<file path="src/design/bsirq_pkg.sv">
// Shared types and constants for the bank switch mapper with scanline interrupt.
package bsirq_pkg;

  typedef enum logic [1:0] {
    ST_IDLE,
    ST_CALC,
    ST_DONE
  } state_e;

  localparam logic [15:0] PrgAddrLo = 16'h8000;
  localparam logic [15:0] PrgAddrHi = 16'h8002;
  localparam logic [15:0] ChrAddrLo = 16'hA000;
  localparam logic [15:0] ChrAddrHi = 16'hA007;
  localparam logic [15:0] IrqAddrLo = 16'hC001;
  localparam logic [15:0] IrqAddrHi = 16'hC003;
  localparam logic [15:0] EnAddr    = 16'hE000;

  localparam logic       CmdWrite = 1'b0;
  localparam logic       CmdTick  = 1'b1;

  localparam logic       CfgPrgBanks = 1'b0;
  localparam logic       CfgChrBanks = 1'b1;

  localparam logic [7:0] BankCountReset = 8'd16;
  localparam logic [7:0] PrgPage2Reset  = 8'd30;

  localparam int unsigned ModBits  = 12;
  localparam int unsigned DataBits = 8;

endpackage

</file>
<file path="src/design/bank_switch_scanline_irq.sv">
// Bank switch mapper with scanline interrupt: top level with bit-serial modulo unit.
// A program or pattern page write runs from acceptance through 8 restoring steps of the
// shared subtract/compare unit, one per data bit, then the hand-off to the output
// register; any other transaction goes straight to the hand-off.
// Transactions run one at a time; a result still waiting in the output
// register holds the next one in its hand-off state, which blocks input meanwhile.
// Reset (async, active low): pages 0,1,30 and 0..7, bank counts 16, interrupt disarmed,
// target line 0, master enable on.
module bank_switch_scanline_irq (
  input  logic        clk_i,
  input  logic        rst_ni,
  // configuration write port
  input  logic        cfg_we_i,
  input  logic        cfg_idx_i,
  input  logic [7:0]  cfg_data_i,
  // input channel
  input  logic        in_valid_i,
  output logic        in_ready_o,
  input  logic        cmd_i,
  input  logic [15:0] addr_i,
  input  logic [7:0]  data_i,
  input  logic [8:0]  scanline_i,
  // output channel
  output logic        out_valid_o,
  input  logic        out_ready_i,
  output logic [7:0]  prg_bank_a_o,
  output logic [7:0]  prg_bank_b_o,
  output logic [7:0]  prg_bank_c_o,
  output logic [7:0]  chr_bank_0_o,
  output logic [7:0]  chr_bank_1_o,
  output logic [7:0]  chr_bank_2_o,
  output logic [7:0]  chr_bank_3_o,
  output logic [7:0]  chr_bank_4_o,
  output logic [7:0]  chr_bank_5_o,
  output logic [7:0]  chr_bank_6_o,
  output logic [7:0]  chr_bank_7_o,
  output logic        irq_pulse_o
);

  bsirq_pkg::state_e state_q, state_d;

  logic [7:0] prg_banks_q;
  logic [7:0] chr_banks_q;
  logic [7:0] prg_q [3];
  logic [7:0] chr_q [8];
  logic [7:0] line_q;
  logic       armed_q;
  logic       enable_q;
  logic       pulse_q;

  // modulo unit
  logic [bsirq_pkg::ModBits-1:0]  rem_q;
  logic [bsirq_pkg::ModBits-1:0]  mod_q;
  logic [bsirq_pkg::DataBits-1:0] dvd_q;
  logic [2:0]                     cnt_q;
  logic                           dst_chr_q;
  logic [2:0]                     dst_idx_q;
  logic [bsirq_pkg::ModBits-1:0]  trial;
  logic [bsirq_pkg::ModBits-1:0]  rem_next;

  // output register
  logic       out_valid_q;
  logic [7:0] out_prg_q [3];
  logic [7:0] out_chr_q [8];
  logic       out_pulse_q;

  logic in_fire;
  logic is_prg, is_chr, is_irq, is_en;
  logic [bsirq_pkg::ModBits-1:0] prg_mod, chr_mod;
  logic start_calc;
  logic last_step;
  logic load_out;
  logic tick_hit;

  assign in_ready_o = (state_q == bsirq_pkg::ST_IDLE);
  assign in_fire    = in_valid_i && in_ready_o;

  assign is_prg = (addr_i >= bsirq_pkg::PrgAddrLo) && (addr_i <= bsirq_pkg::PrgAddrHi);
  assign is_chr = (addr_i >= bsirq_pkg::ChrAddrLo) && (addr_i <= bsirq_pkg::ChrAddrHi);
  assign is_irq = (addr_i >= bsirq_pkg::IrqAddrLo) && (addr_i <= bsirq_pkg::IrqAddrHi);
  assign is_en  = (addr_i == bsirq_pkg::EnAddr);

  assign prg_mod = {3'b000, prg_banks_q, 1'b0};
  assign chr_mod = {1'b0, chr_banks_q, 3'b000};

  // zero modulus means the page write is dropped
  assign start_calc = (cmd_i == bsirq_pkg::CmdWrite) &&
                      ((is_prg && (prg_banks_q != 8'd0)) ||
                       (is_chr && (chr_banks_q != 8'd0)));

  assign tick_hit = armed_q && enable_q && (scanline_i == {1'b0, line_q});

  // one restoring-division step: shift in next dividend bit, subtract if it fits
  assign trial    = {rem_q[bsirq_pkg::ModBits-2:0], dvd_q[bsirq_pkg::DataBits-1]};
  assign rem_next = (trial >= mod_q) ? (trial - mod_q) : trial;
  assign last_step = (cnt_q == 3'd7);

  always_comb begin
    state_d  = state_q;
    load_out = 1'b0;
    case (state_q)
      bsirq_pkg::ST_IDLE: begin
        if (in_fire) begin
          state_d = start_calc ? bsirq_pkg::ST_CALC : bsirq_pkg::ST_DONE;
        end
      end
      bsirq_pkg::ST_CALC: begin
        if (last_step) begin
          state_d = bsirq_pkg::ST_DONE;
        end
      end
      bsirq_pkg::ST_DONE: begin
        if (!out_valid_q || out_ready_i) begin
          load_out = 1'b1;
          state_d  = bsirq_pkg::ST_IDLE;
        end
      end
      default: begin
        state_d = bsirq_pkg::ST_IDLE;
      end
    endcase
  end

  always_ff @(posedge clk_i or negedge rst_ni) begin
    if (!rst_ni) begin
      state_q <= bsirq_pkg::ST_IDLE;
    end else begin
      state_q <= state_d;
    end
  end

  // configuration and mapper state
  always_ff @(posedge clk_i or negedge rst_ni) begin
    if (!rst_ni) begin
      prg_banks_q <= bsirq_pkg::BankCountReset;
      chr_banks_q <= bsirq_pkg::BankCountReset;
      prg_q[0]    <= 8'd0;
      prg_q[1]    <= 8'd1;
      prg_q[2]    <= bsirq_pkg::PrgPage2Reset;
      for (int i = 0; i < 8; i++) begin
        chr_q[i] <= 8'(i);
      end
      line_q      <= 8'd0;
      armed_q     <= 1'b0;
      enable_q    <= 1'b1;
      pulse_q     <= 1'b0;
    end else begin
      if (cfg_we_i) begin
        if (cfg_idx_i == bsirq_pkg::CfgPrgBanks) begin
          prg_banks_q <= cfg_data_i;
        end else begin
          chr_banks_q <= cfg_data_i;
        end
      end
      if (in_fire) begin
        pulse_q <= 1'b0;
        if (cmd_i == bsirq_pkg::CmdTick) begin
          if (tick_hit) begin
            armed_q <= 1'b0;
            pulse_q <= 1'b1;
          end
        end else if (is_irq) begin
          line_q  <= data_i;
          armed_q <= (data_i != 8'd0);
        end else if (is_en) begin
          enable_q <= data_i[0];
        end
      end
      if ((state_q == bsirq_pkg::ST_CALC) && last_step) begin
        if (dst_chr_q) begin
          chr_q[dst_idx_q] <= rem_next[7:0];
        end else begin
          prg_q[dst_idx_q[1:0]] <= rem_next[7:0];
        end
      end
    end
  end

  // modulo unit control
  always_ff @(posedge clk_i or negedge rst_ni) begin
    if (!rst_ni) begin
      cnt_q <= 3'd0;
    end else if (in_fire) begin
      cnt_q <= 3'd0;
    end else if (state_q == bsirq_pkg::ST_CALC) begin
      cnt_q <= cnt_q + 3'd1;
    end
  end

  always_ff @(posedge clk_i) begin
    if (in_fire) begin
      rem_q     <= '0;
      dvd_q     <= data_i;
      dst_chr_q <= is_chr;
      dst_idx_q <= addr_i[2:0];
      mod_q     <= is_chr ? chr_mod : prg_mod;
    end else if (state_q == bsirq_pkg::ST_CALC) begin
      rem_q <= rem_next;
      dvd_q <= {dvd_q[bsirq_pkg::DataBits-2:0], 1'b0};
    end
  end

  // output register
  always_ff @(posedge clk_i or negedge rst_ni) begin
    if (!rst_ni) begin
      out_valid_q <= 1'b0;
    end else if (load_out) begin
      out_valid_q <= 1'b1;
    end else if (out_ready_i) begin
      out_valid_q <= 1'b0;
    end
  end

  always_ff @(posedge clk_i) begin
    if (load_out) begin
      out_prg_q   <= prg_q;
      out_chr_q   <= chr_q;
      out_pulse_q <= pulse_q;
    end
  end

  assign out_valid_o  = out_valid_q;
  assign prg_bank_a_o = out_prg_q[0];
  assign prg_bank_b_o = out_prg_q[1];
  assign prg_bank_c_o = out_prg_q[2];
  assign chr_bank_0_o = out_chr_q[0];
  assign chr_bank_1_o = out_chr_q[1];
  assign chr_bank_2_o = out_chr_q[2];
  assign chr_bank_3_o = out_chr_q[3];
  assign chr_bank_4_o = out_chr_q[4];
  assign chr_bank_5_o = out_chr_q[5];
  assign chr_bank_6_o = out_chr_q[6];
  assign chr_bank_7_o = out_chr_q[7];
  assign irq_pulse_o  = out_pulse_q;

endmodule
</file>
<file path="config.mk">
export PLATFORM = sky130hd
export DESIGN_NAME = bank_switch_scanline_irq
export DESIGN_NICKNAME = d
export VERILOG_FILES = /design/src/design/bsirq_pkg.sv /design/src/design/bank_switch_scanline_irq.sv
export SDC_FILE = /design/constraint.sdc
export NUM_CORES = 1
export LEC_CHECK = 0
export ABC_AREA = 1
export BUFFER_PORTS_ARGS = -buffer_cell sky130_fd_sc_hd__buf_4
export CORE_MARGIN = 2
export CORE_UTILIZATION = 45
export CTS_CLUSTER_SIZE = 25
export DETAILED_ROUTE_END_ITERATION = 16
export PLACE_DENSITY = 0.7
export SKIP_CTS_REPAIR_TIMING = 1
export SYNTH_ARGS = -nofsm -noshare
export SYNTH_HDL_FRONTEND = slang
export SYNTH_SLANG_ARGS = --single-unit
</file>
<file path="constraint.sdc">
create_clock -name clk_i -period 7 [get_ports clk_i]
set_input_delay 1.05 -clock clk_i [delete_from_list [all_inputs] [get_ports clk_i]]
set_output_delay 1.05 -clock clk_i [all_outputs]
set_load 0.01 [all_outputs]
</file>
# Word-level counts from Yosys, hierarchy flattened
# Index checks and enable logic that the tools add are counted.
# totals
reg_bits,244
inputBits,48
out_inout_bits,91
wordCells,123
# op_classes
n_addsub,2
n_lt_le_gt_ge,11
n_eq_ne,9
mux,26
bitwise,6
reduce_logical,30
# ops
cell,n
$bwmux W64,1
$ge A16 B16 Y1 const B,3
$le A16 B16 Y1 const B,3
$mux W8,4
$bwmux W24,1
$demux W8 S3,1
$reduce_bool A8 Y1,3
$demux W8 S2,1
$eq A16 B16 Y1 const B,1
$ge A12 B11 Y1,1
$logic_and A1 B1 Y1,12
$mux W11,1
$sub A11 B11 Y11,1
$eq A9 B8 Y1,1
$mux W1,9
$mux W9,1
$reduce_and A3 Y1,3
$mux W2,4
$reduce_and A2 Y1,4
$mux W3,2
$pmux W2 S3,1
$reduce_bool A2 Y1,3
$ge A4 B4 Y1 const B,1
$lt A4 B1 Y1 const B,1
other kinds (15),21

# Depth between registers and ports, before layout
# Gate-level depths: netlist of the first run.
# depth
depth_word,8
ltp_mapped,13
depth_no_buf,12

# Worst setup path after synthesis of the first run
# No wires, ideal clock.
# synth_timing
path_kind,in2reg
from,input out_ready_i
to,"register out_chr_q, in the netlist chr_bank_0_o[0], enable pin"
setup_ns,0.538
arrival_time_ns,4.793
slack_ns,1.669
stages,2
path_buffers,0
path_cell_list,nor2_1 > nor2_1
# synth_between
elab_chain_len,3
# synth_lines
element,line_no,text
start: declaration,bank_switch_scanline_irq.sv:25,"input logic out_ready_i,"
$logic_or A1 B1 Y1,bank_switch_scanline_irq.sv:113,if (!out_valid_q || out_ready_i) begin
$mux W1,bank_switch_scanline_irq.sv:113,
$mux W1,bank_switch_scanline_irq.sv:101,case (state_q)
net load_out,bank_switch_scanline_irq.sv:72,logic load_out;
end signal: assignment,bank_switch_scanline_irq.sv:217,out_chr_q <= chr_q;
end: declaration,bank_switch_scanline_irq.sv:64,logic [7:0] out_chr_q [8];
# The timed path passes the listed nets, and every way through them passes these cells.
# A chain may end at the register's enable or synchronous reset.

# Worst setup path in the final report of the first run
# layout_timing
from,register rem_q[2] in the netlist's numbering
to,register prg_q[17] in the netlist's numbering
# layout_between
elab_chain_len,3
# layout_lines
element,line_no,text
start: declaration,bank_switch_scanline_irq.sv:52,logic [bsirq_pkg::ModBits-1:0] rem_q;
start signal: assignment,bank_switch_scanline_irq.sv:198,rem_q <= rem_next;
$ge A12 B11 Y1,bank_switch_scanline_irq.sv:95,assign rem_next = (trial >= mod_q) ? (trial - mod_q) : trial;
$mux W11,bank_switch_scanline_irq.sv:95,
$bwmux W24,bank_switch_scanline_irq.sv:173,prg_q[dst_idx_q[1:0]] <= rem_next[7:0];
end signal: indexed assignment,bank_switch_scanline_irq.sv:173,
end: declaration,bank_switch_scanline_irq.sv:44,logic [7:0] prg_q [3];
# No other way between the ends.

==> flow_summary.toml, run 1 <==
[layout]
multi_input_area_um2 = 2890
diodes = 0
fin_cells = 1405
drive_above_1_share = 0.220
regArea_um2 = 6610
fill_cells = 1910
nets = 1168
area_delta_synth_final_pct = 20.6

[timing]
period_needed_ns = 2.59
setup_violations = 0
fin_crit_sh = 0.370
rsz0062_at_grt = "false"
drv_slew = 0
slew_headroom = 0.232
clock_skew_ns = 0.00905
hold_violations = 0
tns_ns = 0
tightest_slew_ns = 1.15
hold_slack_ns = 0.447
max_freq_mhz = 386

[cts]
path_clk_slew_ns = 0.06
clk_latency_ns = 0.51
cts_tree = "built"
numCtsBuffers = 25
cts_root_buf = "clkbuf_16"
clockBufferDepth = 3
htree_levels = 1
clkSinkCount = 243

[die]
initial_core_util = 0.460
design.core.area_um2 = 21800
rows = 54
die_w_um = 153
io_pins = 139
fp.dieArea_um2 = 23500
die_h_um = 153

[detailed_routing]
drc = 0
vias_per_cell = 4.93
wl_per_cell_um = 15.2
drtAntennaViolNets = 0
vias = 6926
drt_iter0_markers = 397
totalWireLength_um = 21400
firstDrtPassIters = 7

[synth]
synth-seq-cells = 243
avgSynthCellArea_um2 = 10.5
ys_seq_area_frac = 0.659
ys_async_sr_fraction = 0.498
syn_area_um2 = 10000
synthCells = 959
synthesis.nets = 1020
synth-edff-count = 111
synth_flop_cell = "edfxtp_1"
yosys_warnings = 0
synth_cell_types = 42

[grt]
grt_pass1_wl_um = 35100
antenna_found_initial = 0
grt_pass1_vias = 6856
grt_max_degree = 90
grt_use_total = 0.184
overflow = 0

[place]
place_inst = 1360
portBuffers = 138
gp_congestion = 0.856
dpl.hpwl_um = 14500

[power]
p_int_mw = 2.51
pwr_density_cell_nw_per_um2 = 271
power_leakage_nw = 5.87
p_seq_frac = 0.506
combPwrFrac = 0.098
switching_share = 0.234
p_sw_mw = 0.767
clkPwrFrac = 0.396
peakVddDrop_uv = 138

[setup_path]
cp_slowest_cell = "nand2_1"
endpoint_kind = "flip-flop"
r2r-start = "rem_q[2]"
crit_path_cell_trace = "ha_1 > nand2_1 > nand3_1 > nand2_1 > nand4_4 > nand2_1 > nand3_1 > nand2_1"
path_class = "reg2reg"
rrSetupSlack_ns = 4.41
crit_required_ns = 7.45
cp_max_fo = 12
cp-start-kind = "flip-flop"
critPathArrivalTime_ns = 3.04
startpoint = "rem_q[2]"
cpMostUsedCell = "nand2_1"
cpPeakStageDelay_ns = 0.49

[hold_path]
hp-class = "reg2reg"
min_from = "chr_q[54]"

[run]
maxCapViolCount = 0

[status]
status = "finished, final reports clean"
-- synthesized netlist by cell type, types with 2 or more instances --
library cell | instances | area [µm²]
dfstp_2 | 20 | 526
ha_1 | 12 | 150
nor2_1 | 39 | 146
a21oi_1 | 10 | 50.1
xor2_1 | 5 | 43.8
nand4_1 | 10 | 62.6
nor3_4 | 5 | 81.3
o21ai_1 | 6 | 30.0
nand3_1 | 72 | 360
nor2_4 | 4 | 45.0
nand2_1 | 345 | 1290
clkbuf_1 | 4 | 15.0
nor3_1 | 5 | 25.0
clkinv_2 | 2 | 10.0
inv_2 | 11 | 41.3
nand2_2 | 11 | 68.8
xnor2_1 | 4 | 35.0
dfrtp_1 | 101 | 2530
nand2_4 | 3 | 33.8
buf_2 | 5 | 25.0
nor4_1 | 9 | 56.3
buf_6 | 8 | 90.1
o21ai_0 | 34 | 170
inv_4 | 2 | 12.5
nand4_2 | 7 | 87.6
inv_1 | 87 | 327
dfxtp_1 | 11 | 220
edfxtp_1 | 111 | 3330
or2_2 | 2 | 12.5
a22o_1 | 2 | 17.5
-- worst paths after layout --
path | to | depth (start not counted)
worst max-delay path | prg_q[17] | 8
min in group asynchronous | line_q[4] | 1
worst max register to register | prg_q[17] | 8
worst min register to register | chr_bank_1_o[6] | 0
worst min-delay path | chr_bank_1_o[6] | 0
max in group asynchronous | chr_q[45] | 2
-- stage by stage --
| step | util | total power [mW] | area, µm² | setup slack [ns] |
|---|---|---|---|---|
| 2_1_floorplan | - | 1.84 | 10000 | 1.67 |
| 6_report | 0.554 | 3.28 | 12100 | 4.41 |
| 3_5_place_dp | 0.518 | 2.01 | 11300 | 4.15 |
| 4_1_cts | 0.554 | 3.30 | 12100 | 4.40 |
| 5_1_grt | 0.554 | 3.40 | 12100 | 4.23 |
| 3_3_place_gp | 0.518 | 2.01 | 11300 | 4.25 |
-- metal layers --
| layer | track usage | vias up | routed length [µm] |
|---|---|---|---|
| met5 | 0 | - | 0 |
| met4 | 0.0401 | 0 | 392 |
| met3 | 0.0275 | 33 | 1280 |
| met2 | 0.301 | 210 | 10000 |
| met1 | 0.262 | 3241 | 9660 |
| li1 | - | 3442 | - |
-- sequential cells by signal, indices dropped and copies added (netlist names), 8 cells and up --
signal	flops
chr_q	64
prg_q	24
rem_q	11
mod_q	10
chr_bank_0_o	8
chr_bank_1_o	8
chr_bank_2_o	8
chr_bank_3_o	8
chr_bank_4_o	8
chr_bank_5_o	8
chr_bank_6_o	8
chr_bank_7_o	8
chr_banks_q	8
dvd_q	8
line_q	8
prg_bank_a_o	8
prg_bank_b_o	8
prg_bank_c_o	8
prg_banks_q	8
-- critical path: cells and delay by family (launching register included) --
kind                       cells  cell delay [ns]
DFF                            1             0.35
adders and majority gates      1             0.39
and+or+nand+nor                7             1.78
-- area by class of cell --
| cell class | count | area share |
|---|---|---|
| sequential | 243 | 0.546 |
| timing repair buffer | 140 | 0.0869 |
| multi-input combinational | 594 | 0.239 |
| tap | 280 | 0.0290 |
| clock buffer | 31 | 0.0536 |
| inverter | 103 | 0.0326 |
| clock inverter | 14 | 0.0122 |
-- kinds of logic (layout without fill, tap and decap cells) --
logic type	after synthesis	in the layout	synth area share
AO/OA/AOI/OAI	56	56	0.0304
XOR/XNOR	9	9	0.00786
adder cells (fa/ha/maj)	13	13	0.0170
buffers and inverters	122	288	0.0534
flip-flops	243	243	0.659
AND/OR/NAND/NOR	516	516	0.233
-- placed cells by master, fill, tap and decap left out, types with 9 or more instances in the layout --
| master | n |
|---|---|
| a21oi_1 | 10 |
| buf_4 | 140 |
| clkbuf_16 | 25 |
| dfrtp_1 | 101 |
| dfstp_2 | 20 |
| dfxtp_1 | 11 |
| edfxtp_1 | 111 |
| ha_1 | 12 |
| inv_1 | 87 |
| inv_2 | 11 |
| nand2_1 | 345 |
| nand2_2 | 11 |
| nand3_1 | 72 |
| nand4_1 | 10 |
| nor2_1 | 38 |
| nor4_1 | 9 |
| o21ai_0 | 34 |
-- power by group through the flow --
| stage | Sequential [mW] | Clock (mW) | Combinational [mW] |
|---|---|---|---|
| CTS | 1.66 | 1.32 | 0.327 |
| global placement | 1.68 | 0 | 0.322 |
| global route | 1.67 | 1.37 | 0.357 |
| detailed placement | 1.69 | 0 | 0.327 |
| floorplan | 1.72 | 0 | 0.122 |
| finish | 1.66 | 1.30 | 0.321 |
No activity file was read; power rests on OpenSTA's default activity.
==> run 2, diff against run 1 <==
--- a/config.mk
+++ b/config.mk
@@ -5,7 +5,7 @@
 export SDC_FILE = /design/constraint.sdc
 export NUM_CORES = 1
 export LEC_CHECK = 0
-export ABC_AREA = 1
+export ABC_AREA = 0
 export BUFFER_PORTS_ARGS = -buffer_cell sky130_fd_sc_hd__buf_4
 export CORE_MARGIN = 2
 export CORE_UTILIZATION = 45
==> constraint.sdc (replaced) <==
create_clock -name clk_i -period 2.6 [get_ports clk_i]
set_input_delay 0.39 -clock clk_i [delete_from_list [all_inputs] [get_ports clk_i]]
set_output_delay 0.39 -clock clk_i [all_outputs]
set_load 0.01 [all_outputs]
==> run 2 against run 1 <==
Against the previous run:
- sequential power rose to 2.7 times the previous value
- cell area fell by 3.3%
- clock skew rose by 0.012 ns
- global-route usage fell by 1.3 points
- non-clock buffer count rose by 21
- fmax rose by 7.1%
- die area fell by 6.1%
- first-iteration DRC count fell by 22%
- synthesized cell count fell by 28%
- routed wire length fell by 13%
- clock power rose to 2.7 times the previous value
- critical path type unchanged
==> flow_summary.toml, run 2 <==
[die]
io_pins = 139
fp.dieArea_um2 = 22100
design.core.area_um2 = 20400
die_w_um = 149
rows = 52
initial_core_util = 0.461
die_h_um = 149

[synth]
ys_seq_area_frac = 0.703
synth_most_common_cell = "edfxtp_1"
syn_area_um2 = 9400
yosys_warnings = 0
synth-seq-cells = 243
synth_commonest_cells = "edfxtp_1, nand2_1, dfrtp_1"
synth_cell_types = 59
avgSynthCellArea_um2 = 13.6
synth_flop_cell = "edfxtp_1"
synthesis.nets = 754
synth_top_area_frac = 0.355
yosys.area.top_type = "edfxtp_1"
synth-edff-count = 111
ys_async_sr_fraction = 0.498
ys_top_cells_by_area = "edfxtp_1, dfrtp_1, dfstp_2"
synthCells = 693

[status]
status = "finished, final reports clean"

[setup_path]
crit_required_ns = 2.99
crit_path_cell_trace = "inv_1 > ha_1 > and3_1 > nor2b_1 > a221oi_4 > nand2_4 > mux2i_2 > buf_4 > o21ai_1"
cpPeakStageDelay_ns = 0.41
critPathArrivalTime_ns = 2.81
endpoint_kind = "flip-flop"
rrSetupSlack_ns = 0.18
cp_slowest_cell = "a221oi_4"
path_class = "reg2reg"
cp-start-kind = "flip-flop"
cp_max_fo = 11

[cts]
path_clk_slew_ns = 0.06
clk_latency_ns = 0.53
clkSinkCount = 243
clockBufferDepth = 3
cts_root_buf = "clkbuf_16"
cts_tree = "built"
htree_levels = 1
numCtsBuffers = 25

[timing]
setup_violations = 0
rsz0062_at_grt = "false"
clock_skew_ns = 0.0208
fin_crit_sh = 0.930
period_needed_ns = 2.42
slew_headroom = 0.507
max_freq_mhz = 413
hold_violations = 0
tightest_slew_ns = 0.740
tns_ns = 0
drv_slew = 0

[layout]
drive_above_1_share = 0.336
mostFrequentLayoutCells = "buf_4, edfxtp_1, nand2_1"
largest_reg_flops = 64
largest_register = "chr_q"
area_delta_synth_final_pct = 24.5
final_area_um2 = 11700
final_util = 0.574
reg_top3 = "chr_q (64), prg_q (24), rem_q (11)"
final_common_cell = "buf_4"
diodes = 0
fill_cells = 1651
nets = 914

[detailed_routing]
vias = 5770
firstDrtPassIters = 4
drt_iter0_markers = 311
drtAntennaViolNets = 0
totalWireLength_um = 18600
drc = 0
wl_per_cell_um = 16.3
vias_per_cell = 5.05

[power]
peakVddDrop_uv = 529
finalPower_mw = 8.66
power_leakage_nw = 4.99
pwr_density_cell_nw_per_um2 = 741

[place]
portBuffers = 138
placed_cell_area_um2 = 10800
gp_congestion = 0.792
dpl.hpwl_um = 12800

[run]
maxCapViolCount = 0

[grt]
grt_use_total = 0.171
overflow = 0
antenna_found_initial = 0
grt_max_degree = 90
grt_pass1_wl_um = 29900
grt_pass1_vias = 5683

[hold_path]
hp-class = "in2reg"
-- run 2: cell types whose count changed after synthesis, moves of 8 or more --
cell,previous run,this run
inv_1,87,15
a21oi_1,10,33
nand2_2,11,0
nand3_1,72,10
nor2b_1,0,8
clkbuf_1,4,16
o21ai_1,6,23
inv_2,11,1
nand2_1,345,105
mux2_2,0,45
-- run 2: critical path: cells and delay by family (launching register included) --
kind | cells | cell delay [ns]
fa+ha+maj | 1 | 0.32
mux | 1 | 0.27
flops | 1 | 0.32
buf+inv | 2 | 0.30
compound gates | 2 | 0.51
simple gates | 3 | 0.57
-- run 2: cells by family after synthesis --
logic type,after synthesis,synth area share
AO/OA/AOI/OAI,116,0.0727
XOR/XNOR,15,0.0140
adder cells (fa/ha/maj),13,0.0181
buffers and inverters,45,0.0225
flip-flops,243,0.703
multiplexers,50,0.0594
AND/OR/NAND/NOR,211,0.110
-- run 2: cell type report --
class	count	area [µm²]	area share
inverter	17	63.8	0.00546
clock buffer	31	658	0.0563
multi-input combinational	405	2620	0.224
sequential	243	6610	0.565
tap	270	338	0.0289
clock inverter	15	158	0.0135
timing repair buffer	161	1250	0.107
-- run 2: power breakdown --
part           switching, mW  internal (mW)
registers              0.107           4.30
logic                  0.416          0.345
clock network           1.47           2.02
-- run 2: metrics by stage --
stage / worst slack, ns / hold WS [ns] / std cells
floorplan: 0.263 / 0.0944 / 693
global placement: 0.0728 / 0.427 / 1095
detailed placement: -0.0533 / 0.432 / 1095
CTS: -0.0424 / -0.104 / 1141
global route: 0.0158 / 0.0347 / 1142
finish: 0.182 / 0.0539 / 1142
-- run 2: path summary, 6_finish.rpt --
check | start | to | cells past startpoint
worst max-delay path | mod_q[9] | prg_q[5] | 9
worst min-delay path | addr_i[2] | dst_idx_q[2] | 1
worst max register to register | mod_q[9] | prg_q[5] | 9
worst min register to register | chr_q[17] | chr_bank_5_o[1] | 0
max in group asynchronous | rst_ni | chr_q[0] | 3
min in group asynchronous | rst_ni | line_q[4] | 2
-- run 2: routing by layer --
metal / vias up / track usage / wire, µm
met1: 2782 / 0.251 / 8690
met3: 33 / 0.0282 / 1140
li1: 2796 / - / -
met2: 159 / 0.270 / 8480
met4: 0 / 0.0424 / 335
met5: - / 0 / 0
==> run 3, diff against run 2 <==
--- a/config.mk
+++ b/config.mk
@@ -11,6 +11,7 @@
 export CORE_UTILIZATION = 45
 export CTS_CLUSTER_SIZE = 25
 export DETAILED_ROUTE_END_ITERATION = 16
+export GPL_TIMING_DRIVEN = 0
 export PLACE_DENSITY = 0.7
 export SKIP_CTS_REPAIR_TIMING = 1
 export SYNTH_ARGS = -nofsm -noshare
==> run 3 against run 2 <==
Against the previous run:
- utilization grew 0.098 points
- die area is the same
- cell area grew 0.17%
- hold slack lost 0.0024 ns
- first-iteration DRC count shrank 14%
==> flow_summary.toml, run 3 (synthesis results as in run 2) <==
[status]
status = "finished, final reports clean"

[layout]
largest_register = "chr_q"
final_common_cell = "buf_4"
area_delta_synth_final_pct = 24.7
reg_top3 = "chr_q (64), prg_q (24), rem_q (11)"
fin_cells = 1152
mostFrequentLayoutCells = "buf_4, edfxtp_1, nand2_1"
final_area_um2 = 11700
drive_above_1_share = 0.320
fill_cells = 1680
nets = 924
diodes = 0
final_util = 0.575
largest_reg_flops = 64

[die]
fp.dieArea_um2 = 22100
io_pins = 139
die_w_um = 149
design.core.area_um2 = 20400
rows = 52
die_h_um = 149
initial_core_util = 0.461

[cts]
clockBufferDepth = 3
path_clk_slew_ns = 0.06
clk_latency_ns = 0.53
cts_tree = "built"
htree_levels = 1
cts_root_buf = "clkbuf_16"
clkSinkCount = 243
numCtsBuffers = 25

[grt]
grt_pass1_vias = 5617
antenna_found_initial = 0
grt_pass1_wl_um = 29400
overflow = 0
grt_max_degree = 93
grt_use_total = 0.168

[power]
p_seq_frac = 0.509
finalPower_mw = 8.65
combPwrFrac = 0.089
peakVddDrop_uv = 542
pwr_density_cell_nw_per_um2 = 738
p_sw_mw = 1.94
clkPwrFrac = 0.402
p_int_mw = 6.71
switching_share = 0.224
power_leakage_nw = 4.99

[detailed_routing]
top_layer = "met4"
wl_per_cell_um = 16.1
firstDrtPassIters = 4
drt_iter0_markers = 268
wl_met2_um = 8480
wl_met1_um = 8790
wl_met3_um = 1010
drc = 0
vias = 5803
vias_per_cell = 5.04
drtAntennaViolNets = 0
totalWireLength_um = 18600

[place]
portBuffers = 138
gp_congestion = 0.767
placed_cell_area_um2 = 10900
place_inst = 1104
pre_cts_ws_ns = 0.0256
dpl.hpwl_um = 13000

[timing]
tns_ns = 0
hold_slack_ns = 0.0515
clock_skew_ns = 0.0127
setup_violations = 0
drv_slew = 0
fin_crit_sh = 0.957
period_needed_ns = 2.49
rsz0062_at_grt = "true"
slew_headroom = 0.305
max_freq_mhz = 402
hold_violations = 0
tightest_slew_ns = 1.04
timing.final.ws_setup_ns = 0.113

[setup_path]
critPathArrivalTime_ns = 2.88
cp-start-kind = "flip-flop"
crit_required_ns = 2.99
endpoint_kind = "flip-flop"
cp_max_fo = 10
path_class = "reg2reg"

[run]
maxCapViolCount = 0

[hold_path]
hp-class = "in2reg"
run 3: changes by cell type in the layout (fill, tap and decap cells not counted), moves of 3 or more:
cell	delta
buf_6	+6
buf_2	+4
buf_4	-16
clkbuf_8	+5
clkbuf_1	+21
o21ai_1	+5
clkinvlp_4	-3
clkinv_2	-4
o21ai_0	-5
run 3: final timing paths:
kind / slack, ns / endpoint / depth (start not counted) / from
hold / removal: 0.05 / dst_idx_q[2] / 1 / addr_i[2]
min in group asynchronous: 0.29 / line_q[4] / 2 / rst_ni
setup / recovery: 0.11 / prg_q[7] / 10 / mod_q[5]
max in group asynchronous: 1.52 / chr_q[2] / 3 / rst_ni
hold reg to reg: 0.44 / chr_bank_4_o[0] / 0 / chr_q[24]
setup reg to reg: 0.11 / prg_q[7] / 10 / mod_q[5]
run 3: layout make-up:
class | instances | area [µm²] | area share
buffer | 28 | 159 | 0.0136
multi-input combinational | 405 | 2610 | 0.223
sequential | 243 | 6610 | 0.564
inverter | 17 | 63.8 | 0.00545
timing repair buffer | 143 | 1120 | 0.0960
clock inverter | 5 | 67.6 | 0.00577
tap | 270 | 338 | 0.0288
clock buffer | 41 | 746 | 0.0636
run 3: worst max-delay path, stage by stage, from the launching register on:
cell,delay (ns)
edfxtp_1,0.37
inv_1,0.07
ha_1,0.22
buf_4,0.17
a21oi_1,0.18
o21ai_2,0.11
a221oi_4,0.43
nand2_4,0.17
mux2i_2,0.30
buf_6,0.23
o21ai_1,0.09
run 3: power groups by stage:
stage / registers, mW / logic [mW] / clock network (mW)
after floorplan: 4.53 / 0.268 / 0
after global placement: 4.49 / 0.733 / 0
after detailed placement: 4.48 / 0.774 / 0
after CTS: 4.40 / 0.777 / 3.55
after global routing: 4.42 / 0.839 / 3.71
final: 4.40 / 0.766 / 3.48
run 3: layer usage:
metal,vias up,GRT usage
met4,0,0.0410
met2,174,0.266
met1,2778,0.244
li1,2823,-
met3,28,0.0301
met5,-,0
